===== config.mk =====
export PLATFORM = sky130hd
export DESIGN_NAME = chained_pulse_width_id_responder_flat
export DESIGN_NICKNAME = d
export VERILOG_FILES = /design/src/hw/rtl/cpwid_pkg.sv /design/src/hw/rtl/cpwid_in_if.sv /design/src/hw/rtl/cpwid_out_if.sv /design/src/hw/rtl/chained_pulse_width_id_responder.sv /design/src/flat_wrapper.sv
export SDC_FILE = /design/constraint.sdc
export NUM_CORES = 1
export LEC_CHECK = 0
export BUFFER_PORTS_ARGS = -buffer_cell sky130_fd_sc_hd__buf_4
export CAP_MARGIN = 0
export CORE_ASPECT_RATIO = 0.75
export CORE_MARGIN = 2
export CORE_UTILIZATION = 61
export CTS_CLUSTER_DIAMETER = 200
export DETAILED_ROUTE_END_ITERATION = 8
export PLACE_DENSITY_LB_ADDON = 0.12
export SLEW_MARGIN = 20
export SYNTH_ARGS = -nofsm -noshare
export SYNTH_HDL_FRONTEND = slang
export SYNTH_SLANG_ARGS = --single-unit

===== constraint.sdc =====
create_clock -name i_clk -period 6.9 [get_ports i_clk]
set_input_delay 0.69 -clock i_clk [delete_from_list [all_inputs] [get_ports i_clk]]
set_output_delay 0.69 -clock i_clk [all_outputs]
set_load 0.005 [all_outputs]

===== src/hw/rtl/cpwid_pkg.sv =====
`timescale 1ns / 1ps

package cpwid_pkg;

    // frame geometry
    localparam int FRAME_BITS_DEF = 24;
    localparam int FRAME_BITS_MIN = 8;
    localparam int FRAME_BITS_MAX = 32;

    // payload widths
    localparam int MODE_W   = 2;
    localparam int COUNT_W  = 8;
    localparam int SYMBOL_W = 2;
    localparam int PADDR_W  = 5;
    localparam int PDATA_W  = 32;

    // reply word: type byte and 16-bit chain length
    localparam int REPLY_BITS = 24;
    localparam int LEN_W      = 16;
    localparam int IDX_W      = 5;
    localparam logic [7:0] WAIT_LAST = 8'hFF;

    // input modes
    localparam logic [MODE_W-1:0] MODE_MASTER = 2'd0;
    localparam logic [MODE_W-1:0] MODE_SLAVE  = 2'd1;
    localparam logic [MODE_W-1:0] MODE_TICK   = 2'd2;

    // output line and symbol codes
    localparam logic LINE_MASTER = 1'b0;
    localparam logic LINE_SLAVE  = 1'b1;

    localparam logic [SYMBOL_W-1:0] SYM_ZERO     = 2'd0;
    localparam logic [SYMBOL_W-1:0] SYM_ONE      = 2'd1;
    localparam logic [SYMBOL_W-1:0] SYM_END      = 2'd2;
    localparam logic [SYMBOL_W-1:0] SYM_PRESENCE = 2'd3;

    // register map, index = paddr[4:2]
    localparam logic [2:0] REG_ONE_PULSE  = 3'd0;
    localparam logic [2:0] REG_ZERO_PULSE = 3'd1;
    localparam logic [2:0] REG_END_PULSE  = 3'd2;
    localparam logic [2:0] REG_TOLERANCE  = 3'd3;
    localparam logic [2:0] REG_OWN_COUNT  = 3'd4;
    localparam logic [2:0] REG_OWN_TYPE   = 3'd5;
    localparam logic [2:0] REG_COMMANDS   = 3'd6;
    localparam logic [2:0] REG_ACCEPTED   = 3'd7;

    typedef enum logic [1:0] {
        PH_MASTER,
        PH_WAIT,
        PH_SLAVE
    } t_phase;

    typedef enum logic [1:0] {
        BR_NONE,
        BR_REQ,
        BR_ACK,
        BR_REPLY
    } t_burst;

endpackage


===== src/hw/rtl/cpwid_in_if.sv =====
`timescale 1ns / 1ps

interface cpwid_in_if;
    logic                           valid;
    logic                           ready;
    logic [cpwid_pkg::MODE_W-1:0]   mode;
    logic [cpwid_pkg::COUNT_W-1:0]  pulse_count;

    modport source (output valid, mode, pulse_count, input ready);
    modport sink   (input valid, mode, pulse_count, output ready);
endinterface


===== src/hw/rtl/cpwid_out_if.sv =====
`timescale 1ns / 1ps

interface cpwid_out_if;
    logic                            valid;
    logic                            ready;
    logic                            line;
    logic [cpwid_pkg::SYMBOL_W-1:0]  symbol;
    logic                            last;

    modport source (output valid, line, symbol, last, input ready);
    modport sink   (input valid, line, symbol, last, output ready);
endinterface


===== src/hw/rtl/chained_pulse_width_id_responder.sv =====
`timescale 1ns / 1ps

// channel   | dir | payload                         | handshake
// ----------+-----+---------------------------------+--------------------------
// i_in      | in  | mode[1:0], pulse_count[7:0]     | valid/ready
// o_out     | out | line, symbol[1:0], last         | valid/ready
// apb       | in  | paddr[4:0], pwdata[31:0]        | psel/penable, pready = 1
//
// an input transaction lands in the input register, is decoded in the next cycle
// and, if it produces symbols, loads the symbol sequencer, which drives the output
// from its registers at one symbol per cycle while o_out is ready (3, 4 or 25 per burst)
// transactions with no symbols pass at one per cycle; one with symbols waits in
// the input register only while the previous burst still drains
// synchronous active-low reset: listening to master, frame and counters cleared,
// registers zero except tolerance = 1; no clearing pass

module chained_pulse_width_id_responder #(
    parameter int FRAME_BITS = cpwid_pkg::FRAME_BITS_DEF
) (
    input  logic                              i_clk,
    input  logic                              i_rst_n,
    cpwid_in_if.sink                          i_in,
    cpwid_out_if.source                       o_out,
    input  logic                              psel,
    input  logic                              penable,
    input  logic                              pwrite,
    input  logic [cpwid_pkg::PADDR_W-1:0]     paddr,
    input  logic [cpwid_pkg::PDATA_W-1:0]     pwdata,
    output logic [cpwid_pkg::PDATA_W-1:0]     prdata,
    output logic                              pready
);

    localparam int POS_W = $clog2(FRAME_BITS);
    localparam logic [POS_W-1:0] POS_LAST = POS_W'(FRAME_BITS - 1);

    // configuration registers
    logic [7:0]  r_one_cnt, r_zero_cnt, r_end_cnt, r_tol, r_own_type;
    logic [15:0] r_own_cnt, r_cmd, r_acc;

    // input register
    logic                            r_in_vld;
    logic [cpwid_pkg::MODE_W-1:0]    r_mode;
    logic [cpwid_pkg::COUNT_W-1:0]   r_count;

    // protocol state
    cpwid_pkg::t_phase       r_phase, n_phase;
    logic [FRAME_BITS-1:0]   r_frame, n_frame;
    logic [POS_W-1:0]        r_pos, n_pos;
    logic [7:0]              r_wait, n_wait;

    // symbol sequencer
    logic                            r_busy;
    cpwid_pkg::t_burst               r_kind;
    logic [cpwid_pkg::REPLY_BITS-1:0] r_word;
    logic [cpwid_pkg::IDX_W-1:0]     r_idx;

    // decode of the held transaction
    cpwid_pkg::t_burst                c_kind;
    logic [cpwid_pkg::REPLY_BITS-1:0] c_word;
    logic                             c_fire;
    logic                             c_emit_free;
    logic                             c_out_take;
    logic                             c_wr;
    logic [31:0]                      c_ext;
    logic [7:0]                       c_type;
    logic [cpwid_pkg::LEN_W-1:0]      c_len;
    logic                             c_trust;
    logic                             c_one, c_zero, c_end;
    logic [POS_W-1:0]                 c_pos, c_bidx, c_pos_inc;

    function automatic logic near(input logic [7:0] cnt, input logic [7:0] nom,
                                  input logic [7:0] tol);
        logic [7:0] d;
        d = (cnt > nom) ? cnt - nom : nom - cnt;
        return d < tol;
    endfunction

    // ---------------------------------------------------------------- config port
    assign pready = 1'b1;
    assign c_wr   = psel && penable && pwrite;

    always_ff @(posedge i_clk) begin
        if (!i_rst_n) begin
            r_one_cnt  <= '0;
            r_zero_cnt <= '0;
            r_end_cnt  <= '0;
            r_tol      <= 8'd1;
            r_own_cnt  <= '0;
            r_own_type <= '0;
            r_cmd      <= '0;
            r_acc      <= '0;
        end else if (c_wr) begin
            unique case (paddr[4:2])
                cpwid_pkg::REG_ONE_PULSE:  r_one_cnt  <= pwdata[7:0];
                cpwid_pkg::REG_ZERO_PULSE: r_zero_cnt <= pwdata[7:0];
                cpwid_pkg::REG_END_PULSE:  r_end_cnt  <= pwdata[7:0];
                cpwid_pkg::REG_TOLERANCE:  r_tol      <= pwdata[7:0];
                cpwid_pkg::REG_OWN_COUNT:  r_own_cnt  <= pwdata[15:0];
                cpwid_pkg::REG_OWN_TYPE:   r_own_type <= pwdata[7:0];
                cpwid_pkg::REG_COMMANDS:   r_cmd      <= pwdata[15:0];
                cpwid_pkg::REG_ACCEPTED:   r_acc      <= pwdata[15:0];
                default: ;
            endcase
        end
    end

    always_comb begin
        unique case (paddr[4:2])
            cpwid_pkg::REG_ONE_PULSE:  prdata = {24'd0, r_one_cnt};
            cpwid_pkg::REG_ZERO_PULSE: prdata = {24'd0, r_zero_cnt};
            cpwid_pkg::REG_END_PULSE:  prdata = {24'd0, r_end_cnt};
            cpwid_pkg::REG_TOLERANCE:  prdata = {24'd0, r_tol};
            cpwid_pkg::REG_OWN_COUNT:  prdata = {16'd0, r_own_cnt};
            cpwid_pkg::REG_OWN_TYPE:   prdata = {24'd0, r_own_type};
            cpwid_pkg::REG_COMMANDS:   prdata = {16'd0, r_cmd};
            cpwid_pkg::REG_ACCEPTED:   prdata = {16'd0, r_acc};
            default:                   prdata = '0;
        endcase
    end

    // ---------------------------------------------------------------- input stage
    // a transaction without symbols never waits for the sequencer
    assign c_out_take  = o_out.valid && o_out.ready;
    assign c_emit_free = !r_busy || (c_out_take && o_out.last);
    assign c_fire      = r_in_vld && ((c_kind == cpwid_pkg::BR_NONE) || c_emit_free);
    assign i_in.ready  = !r_in_vld || c_fire;

    always_ff @(posedge i_clk) begin
        if (!i_rst_n) begin
            r_in_vld <= 1'b0;
        end else if (i_in.ready) begin
            r_in_vld <= i_in.valid;
        end
    end

    always_ff @(posedge i_clk) begin
        if (i_in.valid && i_in.ready) begin
            r_mode  <= i_in.mode;
            r_count <= i_in.pulse_count;
        end
    end

    // ---------------------------------------------------------------- frame decode
    // left-align the frame in 32 bits: type is the top byte, length the next 16,
    // missing low bits read as zero for short frames
    assign c_ext   = 32'(r_frame) << (32 - FRAME_BITS);
    assign c_type  = c_ext[31:24];
    assign c_trust = (c_type == r_acc[7:0]) || (c_type == r_acc[15:8]);
    assign c_len   = (c_trust ? c_ext[23:8] : 16'd0) + r_own_cnt;
    assign c_word  = {r_own_type, c_len};

    assign c_one  = near(r_count, r_one_cnt, r_tol);
    assign c_zero = near(r_count, r_zero_cnt, r_tol);
    assign c_end  = near(r_count, r_end_cnt, r_tol);

    // first slave pulse after the request starts a fresh frame
    assign c_pos     = (r_phase == cpwid_pkg::PH_WAIT) ? '0 : r_pos;
    assign c_bidx    = POS_LAST - c_pos;
    assign c_pos_inc = (c_pos == POS_LAST) ? '0 : c_pos + 1'b1;

    // next state of the protocol machine
    always_comb begin
        n_phase = r_phase;
        n_frame = r_frame;
        n_pos   = r_pos;
        n_wait  = r_wait;
        c_kind  = cpwid_pkg::BR_NONE;
        case (r_mode)
            cpwid_pkg::MODE_MASTER: begin
                if (r_phase == cpwid_pkg::PH_MASTER) begin
                    if (c_one) begin
                        n_frame[c_bidx] = 1'b1;
                        n_pos           = c_pos_inc;
                    end else if (c_zero) begin
                        n_frame[c_bidx] = 1'b0;
                        n_pos           = c_pos_inc;
                    end else if (c_end) begin
                        n_pos = '0;
                        if (c_type == r_cmd[7:0]) begin
                            // request: presence, forward 1,0,end and wait for slave
                            c_kind  = cpwid_pkg::BR_REQ;
                            n_frame = '0;
                            n_wait  = '0;
                            n_phase = cpwid_pkg::PH_WAIT;
                        end else if (c_type == r_cmd[15:8]) begin
                            c_kind = cpwid_pkg::BR_ACK;
                        end
                    end
                end
            end
            cpwid_pkg::MODE_SLAVE: begin
                if (r_phase != cpwid_pkg::PH_MASTER) begin
                    n_phase = cpwid_pkg::PH_SLAVE;
                    n_pos   = c_pos;
                    if (c_one) begin
                        n_frame[c_bidx] = 1'b1;
                        n_pos           = c_pos_inc;
                    end else if (c_zero) begin
                        n_frame[c_bidx] = 1'b0;
                        n_pos           = c_pos_inc;
                    end else if (c_end) begin
                        c_kind  = cpwid_pkg::BR_REPLY;
                        n_frame = '0;
                        n_pos   = '0;
                        n_wait  = '0;
                        n_phase = cpwid_pkg::PH_MASTER;
                    end
                end
            end
            cpwid_pkg::MODE_TICK: begin
                if (r_phase == cpwid_pkg::PH_WAIT) begin
                    if (r_wait == cpwid_pkg::WAIT_LAST) begin
                        // slave silent too long: reply with own length only
                        c_kind  = cpwid_pkg::BR_REPLY;
                        n_frame = '0;
                        n_pos   = '0;
                        n_wait  = '0;
                        n_phase = cpwid_pkg::PH_MASTER;
                    end else begin
                        n_wait = r_wait + 8'd1;
                    end
                end
            end
            default: ;
        endcase
    end

    always_ff @(posedge i_clk) begin
        if (!i_rst_n) begin
            r_phase <= cpwid_pkg::PH_MASTER;
            r_frame <= '0;
            r_pos   <= '0;
            r_wait  <= '0;
        end else if (c_fire) begin
            r_phase <= n_phase;
            r_frame <= n_frame;
            r_pos   <= n_pos;
            r_wait  <= n_wait;
        end
    end

    // ---------------------------------------------------------------- symbol sequencer
    always_ff @(posedge i_clk) begin
        if (!i_rst_n) begin
            r_busy <= 1'b0;
            r_kind <= cpwid_pkg::BR_NONE;
            r_idx  <= '0;
        end else if (c_fire && (c_kind != cpwid_pkg::BR_NONE)) begin
            r_busy <= 1'b1;
            r_kind <= c_kind;
            r_idx  <= '0;
        end else if (c_out_take) begin
            if (o_out.last) begin
                r_busy <= 1'b0;
            end else begin
                r_idx <= r_idx + 1'b1;
            end
        end
    end

    always_ff @(posedge i_clk) begin
        if (c_fire && (c_kind == cpwid_pkg::BR_REPLY)) begin
            r_word <= c_word;
        end
    end

    // symbol of the current burst position
    always_comb begin
        o_out.valid  = r_busy;
        o_out.line   = cpwid_pkg::LINE_MASTER;
        o_out.symbol = cpwid_pkg::SYM_END;
        o_out.last   = 1'b0;
        case (r_kind)
            cpwid_pkg::BR_REQ: begin
                case (r_idx)
                    5'd0: o_out.symbol = cpwid_pkg::SYM_PRESENCE;
                    5'd1: begin
                        o_out.line   = cpwid_pkg::LINE_SLAVE;
                        o_out.symbol = cpwid_pkg::SYM_ONE;
                    end
                    5'd2: begin
                        o_out.line   = cpwid_pkg::LINE_SLAVE;
                        o_out.symbol = cpwid_pkg::SYM_ZERO;
                    end
                    default: begin
                        o_out.line = cpwid_pkg::LINE_SLAVE;
                        o_out.last = 1'b1;
                    end
                endcase
            end
            cpwid_pkg::BR_ACK: begin
                if (r_idx < 5'd2) begin
                    o_out.symbol = cpwid_pkg::SYM_ONE;
                end else begin
                    o_out.last = 1'b1;
                end
            end
            cpwid_pkg::BR_REPLY: begin
                if (r_idx < 5'(cpwid_pkg::REPLY_BITS)) begin
                    o_out.symbol = r_word[5'(cpwid_pkg::REPLY_BITS - 1) - r_idx]
                                   ? cpwid_pkg::SYM_ONE : cpwid_pkg::SYM_ZERO;
                end else begin
                    o_out.last = 1'b1;
                end
            end
            default: o_out.last = 1'b1;
        endcase
    end

`ifndef SYNTHESIS
    // a burst never stops before its last symbol
    a_burst_cont: assert property (@(posedge i_clk) disable iff (!i_rst_n)
        c_out_take && !o_out.last |=> o_out.valid)
        else $error("burst broke off before last symbol");

    // while waiting for the slave the frame stays cleared
    a_wait_clear: assert property (@(posedge i_clk) disable iff (!i_rst_n)
        (r_phase == cpwid_pkg::PH_WAIT) |-> (r_frame == '0))
        else $error("frame not clear while waiting");

    // a held transaction stays put until decoded
    a_in_hold: assert property (@(posedge i_clk) disable iff (!i_rst_n)
        r_in_vld && !c_fire |=> r_in_vld && $stable(r_mode) && $stable(r_count))
        else $error("held transaction lost");

    // the sequencer never runs past the reply length
    a_idx_range: assert property (@(posedge i_clk) disable iff (!i_rst_n)
        r_busy |-> (r_idx <= 5'(cpwid_pkg::REPLY_BITS)))
        else $error("sequencer index out of range");

    // no new burst is loaded over one still draining
    a_no_overrun: assert property (@(posedge i_clk) disable iff (!i_rst_n)
        c_fire && (c_kind != cpwid_pkg::BR_NONE) |-> !r_busy || (c_out_take && o_out.last))
        else $error("burst overwritten");
`endif

endmodule

===== src/flat_wrapper.sv =====
// flat-port wrapper written by rule: the top's interface ports become plain ports
module chained_pulse_width_id_responder_flat 
#(
    parameter int FRAME_BITS = cpwid_pkg::FRAME_BITS_DEF
)
  (i_clk, i_rst_n, psel, penable, pwrite, paddr, pwdata, prdata, pready, i_in_valid, i_in_mode, i_in_pulse_count, i_in_ready, o_out_valid, o_out_line, o_out_symbol, o_out_last, o_out_ready);
  cpwid_in_if i_in_i ();
  cpwid_out_if o_out_i ();
  input  logic i_clk;
  input  logic i_rst_n;
  input  logic psel;
  input  logic penable;
  input  logic pwrite;
  input  logic [cpwid_pkg::PADDR_W-1:0] paddr;
  input  logic [cpwid_pkg::PDATA_W-1:0] pwdata;
  output logic [cpwid_pkg::PDATA_W-1:0] prdata;
  output logic pready;
  input wire logic [$bits(i_in_i.valid)-1:0] i_in_valid;
  input wire logic [$bits(i_in_i.mode)-1:0] i_in_mode;
  input wire logic [$bits(i_in_i.pulse_count)-1:0] i_in_pulse_count;
  output wire logic [$bits(i_in_i.ready)-1:0] i_in_ready;
  output wire logic [$bits(o_out_i.valid)-1:0] o_out_valid;
  output wire logic [$bits(o_out_i.line)-1:0] o_out_line;
  output wire logic [$bits(o_out_i.symbol)-1:0] o_out_symbol;
  output wire logic [$bits(o_out_i.last)-1:0] o_out_last;
  input wire logic [$bits(o_out_i.ready)-1:0] o_out_ready;
  assign i_in_i.valid = i_in_valid;
  assign i_in_i.mode = i_in_mode;
  assign i_in_i.pulse_count = i_in_pulse_count;
  assign i_in_ready = i_in_i.ready;
  assign o_out_valid = o_out_i.valid;
  assign o_out_line = o_out_i.line;
  assign o_out_symbol = o_out_i.symbol;
  assign o_out_last = o_out_i.last;
  assign o_out_i.ready = o_out_ready;
  chained_pulse_width_id_responder #(.FRAME_BITS(FRAME_BITS)) u_core (.i_clk(i_clk), .i_rst_n(i_rst_n), .i_in(i_in_i), .o_out(o_out_i), .psel(psel), .penable(penable), .pwrite(pwrite), .paddr(paddr), .pwdata(pwdata), .prdata(prdata), .pready(pready));
endmodule

==> run metrics, run 1 <==
EDFF count, synth=34; CP Max Fanout=11; fin util=0.678; RSZ-0062 raised after global routing=no; most frequent CP cell=inv_1; share of cells above drive strength 1=0.111; R2R Path End=u_core.r_word[23]; CTS clk-pin slew, worst paths=70 ps; cts repair resizes=0; DR vias=10100; slowest stage delay, CP=550 ps; Critical Path End Type=output pin; fmax=0.162 GHz; Num CTS Buffers=17; Die H=124 um; vias in the first global route=9032; WL final=32.0 mm; DP HPWL=24.2 mm; Hold Path End=u_core.r_count[1]; Leak=4.90 nW; slowest CP cell=o32ai_4; TritonRoute pass-1 iters=5; Die X=164 um; first-pass GRT wire length=49.8 mm; Hold Buf Count CTS=0; crit-path cells=inv_1 -> ha_1 -> inv_1 -> fa_1 -> nand3_1 -> a21oi_1 -> o32ai_4 -> mux2_2 -> o21a_1 -> o21ai_1 -> nor2b_1 -> xnor2_1 -> ha_1 -> nand2_1 -> nor3_1 -> a21oi_1 -> or2_2 -> o31ai_2 -> nand2_1 -> nor2_1 -> inv_1 -> buf_4; Residual DRC=0; cell count after synthesis=1387; sequential area share after synthesis=0.321; Clock Path Buffers=2; Worst EP required=6210 ps; Hold Path Origin=i_in_pulse_count[1]; Port Buf Inserts=57; gpl congestion=0.940; grt ovf=0; antenna viol nets, final=0; Std-Cell Rows=43; Yosys cell types=82; area grow syn2layout=8.20%; Filler Cells Inserted=1537; origin of the critical flop-to-flop path=u_core.r_count[0]; most frequent cell after synthesis=nand2_1; Synth area leaders=dfxtp_1 23%, ha_1 10%, edfxtp_1 8.8%; critical path arrival=5490 ps; GRT Resource Usage Total=0.322; Yosys Warn Count=0; Final Max Tran Viols=0; register area=0.00374 mm2; n_diodes=0; DP Area=0.0120 mm2; Final min period=6180 ps; Via density=6.13; post-route cell area=0.0126 mm2; Max-Cap Viols=0; clk root buf=clkbuf_16; final worst clock skew=14.7 ps; Worst Hold Depth=1; Hold Fails Final Rpt=0; flops & latches, synth=170; initial antenna violation count=0; CTS tree=done; Slew Limit Headroom=0.302; syn avg cell area=8.41 um2; initial core utilization=0.627; cell area after synthesis=0.0117 mm2; outcome=finished clean; clock sinks=170; Startpoint Class=register; postcts setup bufs=0; multi-input logic area=0.00718 mm2; worst-margin pin slew=1040 ps; Core ar.=0.0186 mm2; Post-Route Setup TNS=0 ps; Synth top area share=0.233; cell taking the most area after synthesis=dfxtp_1; Final Net Count=1545; IO Count=93; P per Cell Area=193 mW/mm2; Worst R2R Setup Slack=1390 ps; Setup CP Type=reg -> out; number of DRC markers in iteration 0=1125; Main synth FF type=dfxtp_1; top post-synthesis cells by count=182 x nand2_1, 138 x a21oi_1, 136 x dfxtp_1, 103 x nor2_1, 95 x ha_1; total power=2.43 mW; die area=0.0203 mm2; worst hold path type=in -> reg; pin count of the biggest net entering global routing=96; fin crit share=0.895; async set or reset register ratio after synthesis=0; WL per Instance=19.4 um; Peak VDD IR=199 uV; CTS H-Tree Depth=4; worst skew pair latency=440 ps; r2r worst-path depth=21; Final setup viols=0
area by class of cell:
class	count	share of cell area
multi-input combinational	1048	0.568
sequential	170	0.297
timing repair buffer	62	0.0369
clock buffer	17	0.0337
inverter	90	0.0268
tap	247	0.0245
clock inverter	15	0.0133
flip-flops by register name, indices dropped and copies added, names as in the netlist, 16 cells and up:
name              count
u_core.r_frame       24
u_core.r_word        24
u_core.r_acc         16
u_core.r_cmd         16
u_core.r_own_cnt     16
stage by stage:
step           cells  worst slack [ps]  hold slack [ps]
2_1_floorplan   1402              1310              424
3_3_place_gp    1617              1310              441
3_5_place_dp    1617              1230              445
4_1_cts         1649               757              419
5_1_grt         1649               399              415
6_report        1649               723              426
routing by layer:
metal	track usage	vias up	routed length (um)
li1	-	4825	-
met1	0.488	4786	15200
met2	0.453	446	12800
met3	0.0842	47	3410
met4	0.0789	0	555
met5	0	-	0
cells by family after synthesis:
| kind of cell | count (synthesis) | share of synthesized area |
|---|---|---|
| AO/OA/AOI/OAI | 339 | 0.187 |
| XOR/XNOR | 67 | 0.0542 |
| adder cells (fa/ha/maj) | 102 | 0.114 |
| buffers and inverters | 184 | 0.0706 |
| flip-flops | 170 | 0.321 |
| multiplexers | 77 | 0.0756 |
| other | 2 | 0.000644 |
| AND/OR/NAND/NOR | 446 | 0.177 |
worst max path at each step:
stage,start,to,slack [ps],depth (start not counted)
finish,u_core.r_count[0],i_in_ready,720,22
global route,u_core.r_count[0],i_in_ready,400,22
global placement,u_core.r_count[0],i_in_ready,1310,22
CTS,u_core.r_count[0],i_in_ready,760,22
floorplan,u_core.r_count[0],u_core.r_word[0],1310,21
detailed placement,u_core.r_count[0],i_in_ready,1230,22
power breakdown:
| group | total [mW] | leakage [nW] | internal, mW | switching [mW] |
|---|---|---|---|---|
| clock | 0.965 | 0.293 | 0.491 | 0.474 |
| sequential | 1.04 | 1.40 | 1.02 | 0.0163 |
| combinational | 0.432 | 3.21 | 0.165 | 0.266 |
| total | 2.43 | 4.90 | 1.68 | 0.756 |
cell usage in the layout (no fill, tap or decap), drive strengths merged, types with 18 or more instances in the layout:
cell / count
nor3: 18
o22ai: 20
a21oi: 149
xnor2: 52
ha: 95
o21ai: 48
inv: 100
nor2b: 24
nand2: 182
nor2: 103
a21o: 18
buf: 62
mux2i: 60
nand3: 45
dfxtp: 136
edfxtp: 34
worst max-delay path: cells and delay by family, from the launching register on:
family                   cells  cell delay [ps]
adder cells (fa/ha/maj)      3              870
XOR/XNOR                     1               90
AO/OA/AOI/OAI                6             1490
flip-flops                   1              490
buffers and inverters        4              440
AND/OR/NAND/NOR              7             1250
multiplexers                 1              410
Power figures use the tool's default switching activity.
==> run 2: changes to the inputs <==
Settings changed: CORE_ASPECT_RATIO 0.75 to unset.
==> run 2 against run 1 <==
Sequential share of layout area hardly changed; hold slack gained 3.3 ps; count of clock-buffer cells in the layout did not move; register-to-register slack lost 200 ps; via count decreased by 0.97%; clock skew increased by 1.8 ps; critical endpoint unchanged; highest routed layer unchanged.
==> run metrics, run 2 (same netlist as run 1, synthesis figures left out) <==
Final Max Tran Viols=0 (unchanged); WL final=30.8 mm (-3.5%); worst-margin pin slew=1090 ps (+46.9 ps); Die H=142 um (+15%); Slew Limit Headroom=0.275 (-0.0275); WL per Instance=18.8 um (-2.9%); Hold Buf Count CTS=0 (unchanged); n_diodes=0 (unchanged); critical path arrival=5510 ps (+20 ps); Critical Path End Type=output pin; Core ar.=0.0188 mm2 (+0.82%); CTS H-Tree Depth=4 (unchanged); die area=0.0202 mm2 (about the same); pin count of the biggest net entering global routing=97 (+1.0%); TritonRoute pass-1 iters=6 (+1); post-route cell area=0.0126 mm2 (about the same); Post-Route Setup TNS=0 ps (unchanged); first-pass GRT wire length=49.2 mm (-1.2%); Worst EP required=6210 ps (about the same); area grow syn2layout=8.23% (about the same); Leak=4.92 nW (+0.34%); Hold Fails Final Rpt=0 (unchanged); CP Max Fanout=11 (unchanged); Clock Path Buffers=2 (unchanged); Final min period=6200 ps (+18.7 ps); final worst clock skew=16.5 ps (+1.81 ps); DP Area=0.0120 mm2 (about the same); cts repair resizes=0 (unchanged); RSZ-0062 raised after global routing=no; Filler Cells Inserted=1569 (+2.1%); gpl congestion=0.930 (-1.0%); vias in the first global route=9268 (+2.6%); initial antenna violation count=0 (unchanged); Top Registers=u_core.r_frame: 24 flops, u_core.r_word: 24 flops; fin crit share=0.898 (+0.00271); fin util=0.673 (-0.00538); share of cells above drive strength 1=0.110 (-0.000871); Port Buf Inserts=57 (unchanged); number of DRC markers in iteration 0=1051 (-6.6%); clock sinks=170 (unchanged); Residual DRC=0 (unchanged); clk root buf=clkbuf_16; CTS clk-pin slew, worst paths=70 ps (about the same); Setup CP Type=reg -> out; worst hold path type=in -> reg; antenna viol nets, final=0 (unchanged); Num CTS Buffers=17 (unchanged); outcome=finished clean; grt ovf=0 (unchanged); DR vias=10000 (-0.97%); commonest non-fill, non-tap cell in the layout=nand2_1; Final setup viols=0 (unchanged); Max-Cap Viols=0 (unchanged); Die X=142 um (-13%); postcts setup bufs=0 (unchanged); IO Count=93 (unchanged); Std-Cell Rows=50 (+16%); worst skew pair latency=440 ps (about the same); initial core utilization=0.622 (-0.00510); Peak VDD IR=200 uV (+0.38%); CTS tree=done; Final Net Count=1547 (+0.13%); Startpoint Class=register; GRT Resource Usage Total=0.311 (-0.0111); DP HPWL=23.2 mm (-4.1%); commonest cells after routing, fill and taps aside=182 x nand2_1, 138 x a21oi_1, 136 x dfxtp_1, 102 x nor2_1, 95 x ha_1; fmax=0.161 GHz (-0.30%); Via density=6.11 (-0.30%); P per Cell Area=196 mW/mm2 (+1.7%)
[run 2: worst paths after layout]
check | from | to | slack (ps) | cells past startpoint
worst max register to register | u_core.r_count[0] | u_core.r_word[15] | 1190 | 20
worst min-delay path | i_in_mode[1] | u_core.r_mode[1] | 430 | 1
worst max-delay path | u_core.r_count[0] | i_in_ready | 700 | 22
worst min register to register | u_core.r_frame[10] | u_core.r_frame[10] | 450 | 2
[run 2: cell type report]
class | instances | area, um2 | area share
sequential | 170 | 3740 | 0.296
tap | 234 | 293 | 0.0232
timing repair buffer | 64 | 480 | 0.0380
clock inverter | 15 | 185 | 0.0147
clock buffer | 17 | 425 | 0.0337
multi-input combinational | 1048 | 7160 | 0.567
inverter | 90 | 338 | 0.0268
[run 2: metal layers]
metal,global-route usage,part of all wire
met5,0,0
met3,0.0495,0.076
met1,0.441,0.46
met2,0.495,0.45
met4,0.0860,0.019
[run 2: stage by stage]
step | cells | setup WS, ps | power (mW) | hold WS (ps)
after floorplan | 1402 | 1310 | 1.38 | 424
after global placement | 1606 | 1310 | 1.47 | 438
after detailed placement | 1606 | 1220 | 1.48 | 444
after CTS | 1638 | 745 | 2.47 | 422
after global routing | 1638 | 255 | 2.57 | 419
final | 1638 | 704 | 2.48 | 429
[run 2: critical path, cell delays in order (launching register included)]
cell,delay (ps)
edfxtp_1,490
inv_1,170
ha_1,190
inv_1,60
fa_1,380
nand3_1,100
a21oi_1,110
o32ai_4,590
mux2_2,410
o21a_1,190
o21ai_1,170
nor2b_1,190
xnor2_1,90
ha_1,310
nand2_1,60
nor3_1,160
a21oi_1,120
or2_2,390
o31ai_2,360
nand2_1,140
nor2_1,200
inv_1,60
buf_4,130
[run 2: power breakdown]
| part | internal (mW) | leakage (nW) | switching, mW |
|---|---|---|---|
| registers | 1.02 | 1.40 | 0.0159 |
| clock network | 0.578 | 0.304 | 0.434 |
| logic | 0.165 | 3.22 | 0.261 |
==> run 3: changes to the inputs <==
Settings changed: SLEW_MARGIN 20 to 30.
Clock period 6.9 ns to 6.8 ns, I/O delays scaled along.
==> run 3 against run 2 <==
Die area stayed put; via count up 0.99%; wire length up 1.2%; hold slack lost 8.6 ps; clock power about the same; flip-flop and latch count did not move; register-to-register slack improved by 120 ps; combinational power grew 1%; count of clock-buffer cells in the layout did not move; total power barely moved; utilization is essentially flat.
==> run metrics, run 3 (same netlist as run 1, synthesis figures left out) <==
outcome=finished clean; critical path arrival=5410 ps (-100 ps); Num CTS Buffers=17 (unchanged); Clock Path Buffers=2 (unchanged); Setup CP Type=reg -> out; TritonRoute pass-1 iters=6 (unchanged); clk root buf=clkbuf_16; slowest CP cell=o32ai_4; post-route cell area=0.0126 mm2 (about the same); Cells after DPL=1606 (unchanged); share of cells above drive strength 1=0.111 (+0.000712); Critical Path End Type=output pin; worst hold slack=421 ps (-8.65 ps); Final Net Count=1547 (unchanged); grt ovf=0 (unchanged); area grow syn2layout=8.20% (about the same); worst skew pair latency=440 ps (about the same); cts repair resizes=0 (unchanged); final worst clock skew=13.5 ps (-2.99 ps); slowest stage delay, CP=550 ps (-40 ps); Std-Cell Rows=50 (unchanged); fin crit share=0.896; CTS tree=done; gpl congestion=0.931 (+0.13%); Leak=4.93 nW (+0.18%); first-pass GRT wire length=49.2 mm (about the same); most frequent CP cell=inv_1; DP Area=0.0120 mm2 (about the same); register area=0.00374 mm2 (unchanged); Die H=142 um (unchanged); Startpoint Class=register; Die X=142 um (unchanged); commonest non-fill, non-tap cell in the layout=nand2_1; commonest cells after routing, fill and taps aside=182 x nand2_1, 138 x a21oi_1, 136 x dfxtp_1, 103 x nor2_1, 95 x ha_1; fmax=0.164 GHz; Peak VDD IR=176 uV (-12%); Max-Cap Viols=0 (unchanged); P per Cell Area=196 mW/mm2 (about the same); CTS H-Tree Depth=4 (unchanged); DP HPWL=23.1 mm (-0.44%); Core ar.=0.0188 mm2 (unchanged); initial core utilization=0.622 (unchanged); worst-margin pin slew=882 ps (-206 ps); final non-filler cell total=1638 (unchanged); Worst EP required=6120 ps (-90 ps); IO Count=93 (unchanged); Slew Limit Headroom=0.410 (+0.135); postcts setup bufs=0 (unchanged); Port Buf Inserts=57 (unchanged); Top Registers=u_core.r_frame: 24 flops, u_core.r_word: 24 flops; WL final=31.2 mm (+1.2%); Hold Buf Count CTS=0 (unchanged); Hold Fails Final Rpt=0 (unchanged); clock sinks=170 (unchanged); RSZ-0062 raised after global routing=no; n_diodes=0 (unchanged); Final min period=6090 ps; Filler Cells Inserted=1616 (+3.0%); Residual DRC=0 (unchanged); multi-input logic area=0.00717 mm2 (about the same); Final setup viols=0 (unchanged); number of DRC markers in iteration 0=1214 (+16%); vias in the first global route=9308 (+0.43%); antenna viol nets, final=0 (unchanged); crit-path cells=inv_1 -> ha_1 -> inv_1 -> fa_1 -> nand3_1 -> a21oi_1 -> o32ai_4 -> mux2_2 -> o21a_1 -> o21ai_1 -> nor2b_1 -> xnor2_1 -> ha_1 -> nand2_1 -> nor3_1 -> a21oi_1 -> or2_2 -> o31ai_2 -> nand2_1 -> nor2_1 -> inv_1 -> buf_4; Post-Route Setup TNS=0 ps (unchanged); pin count of the biggest net entering global routing=97 (unchanged); die area=0.0202 mm2 (unchanged); GRT Resource Usage Total=0.311 (about the same); Via density=6.17 (+0.99%); CTS clk-pin slew, worst paths=70 ps (about the same); WL per Instance=19.1 um (+1.2%); initial antenna violation count=0 (unchanged); DR vias=10100 (+0.99%); CP Max Fanout=11 (unchanged); worst hold path type=in -> reg; Final Max Tran Viols=0 (unchanged)
## run 3: changes by cell type in the layout (fill, tap and decap cells not counted), sizes merged
cell	previous run	this run
bufinv	3	1
inv	96	98
## run 3: worst paths after layout
check / slack, ps / from / end / cells past startpoint
min reg2reg: 450 / u_core.r_frame[9] / u_core.r_frame[9] / 2
max: 710 / u_core.r_count[0] / i_in_ready / 22
min: 420 / i_in_pulse_count[2] / u_core.r_count[2] / 1
max reg2reg: 1310 / u_core.r_count[0] / u_core.r_count[1] / 21
## run 3: power breakdown
part,internal [mW],switching (mW),leakage (nW)
Combinational,0.167,0.264,3.23
Clock,0.527,0.467,0.297
Sequential,1.04,0.0167,1.40
Total,1.73,0.748,4.93
## run 3: critical path: cells and delay by family (launching register included)
kind            cells  cell delay [ps]
buf+inv             4              420
mux                 1              410
xor+xnor            1               80
compound gates      6             1430
simple gates        7             1260
fa+ha+maj           3              870
flops               1              480
## run 3: stage by stage
step,power (mW),util,setup slack [ps]
finish,2.48,0.673,708
global route,2.57,0.673,314
CTS,2.48,0.672,723
detailed placement,1.50,0.640,1200
global placement,1.49,0.640,1170
floorplan,1.40,-,1210
## run 3: layer usage
layer	wire length, um	up-vias	GRT usage
met2	14100	474	0.490
met1	13900	4736	0.441
met4	809	0	0.0995
met3	2420	64	0.0468
li1	-	4831	-
met5	0	-	0
## run 3: area by class of cell
type | count | share of cell area
clock buffer | 17 | 0.0337
clock inverter | 15 | 0.0139
inverter | 90 | 0.0268
multi-input combinational | 1048 | 0.568
sequential | 170 | 0.297
tap | 234 | 0.0232
timing repair buffer | 64 | 0.0384
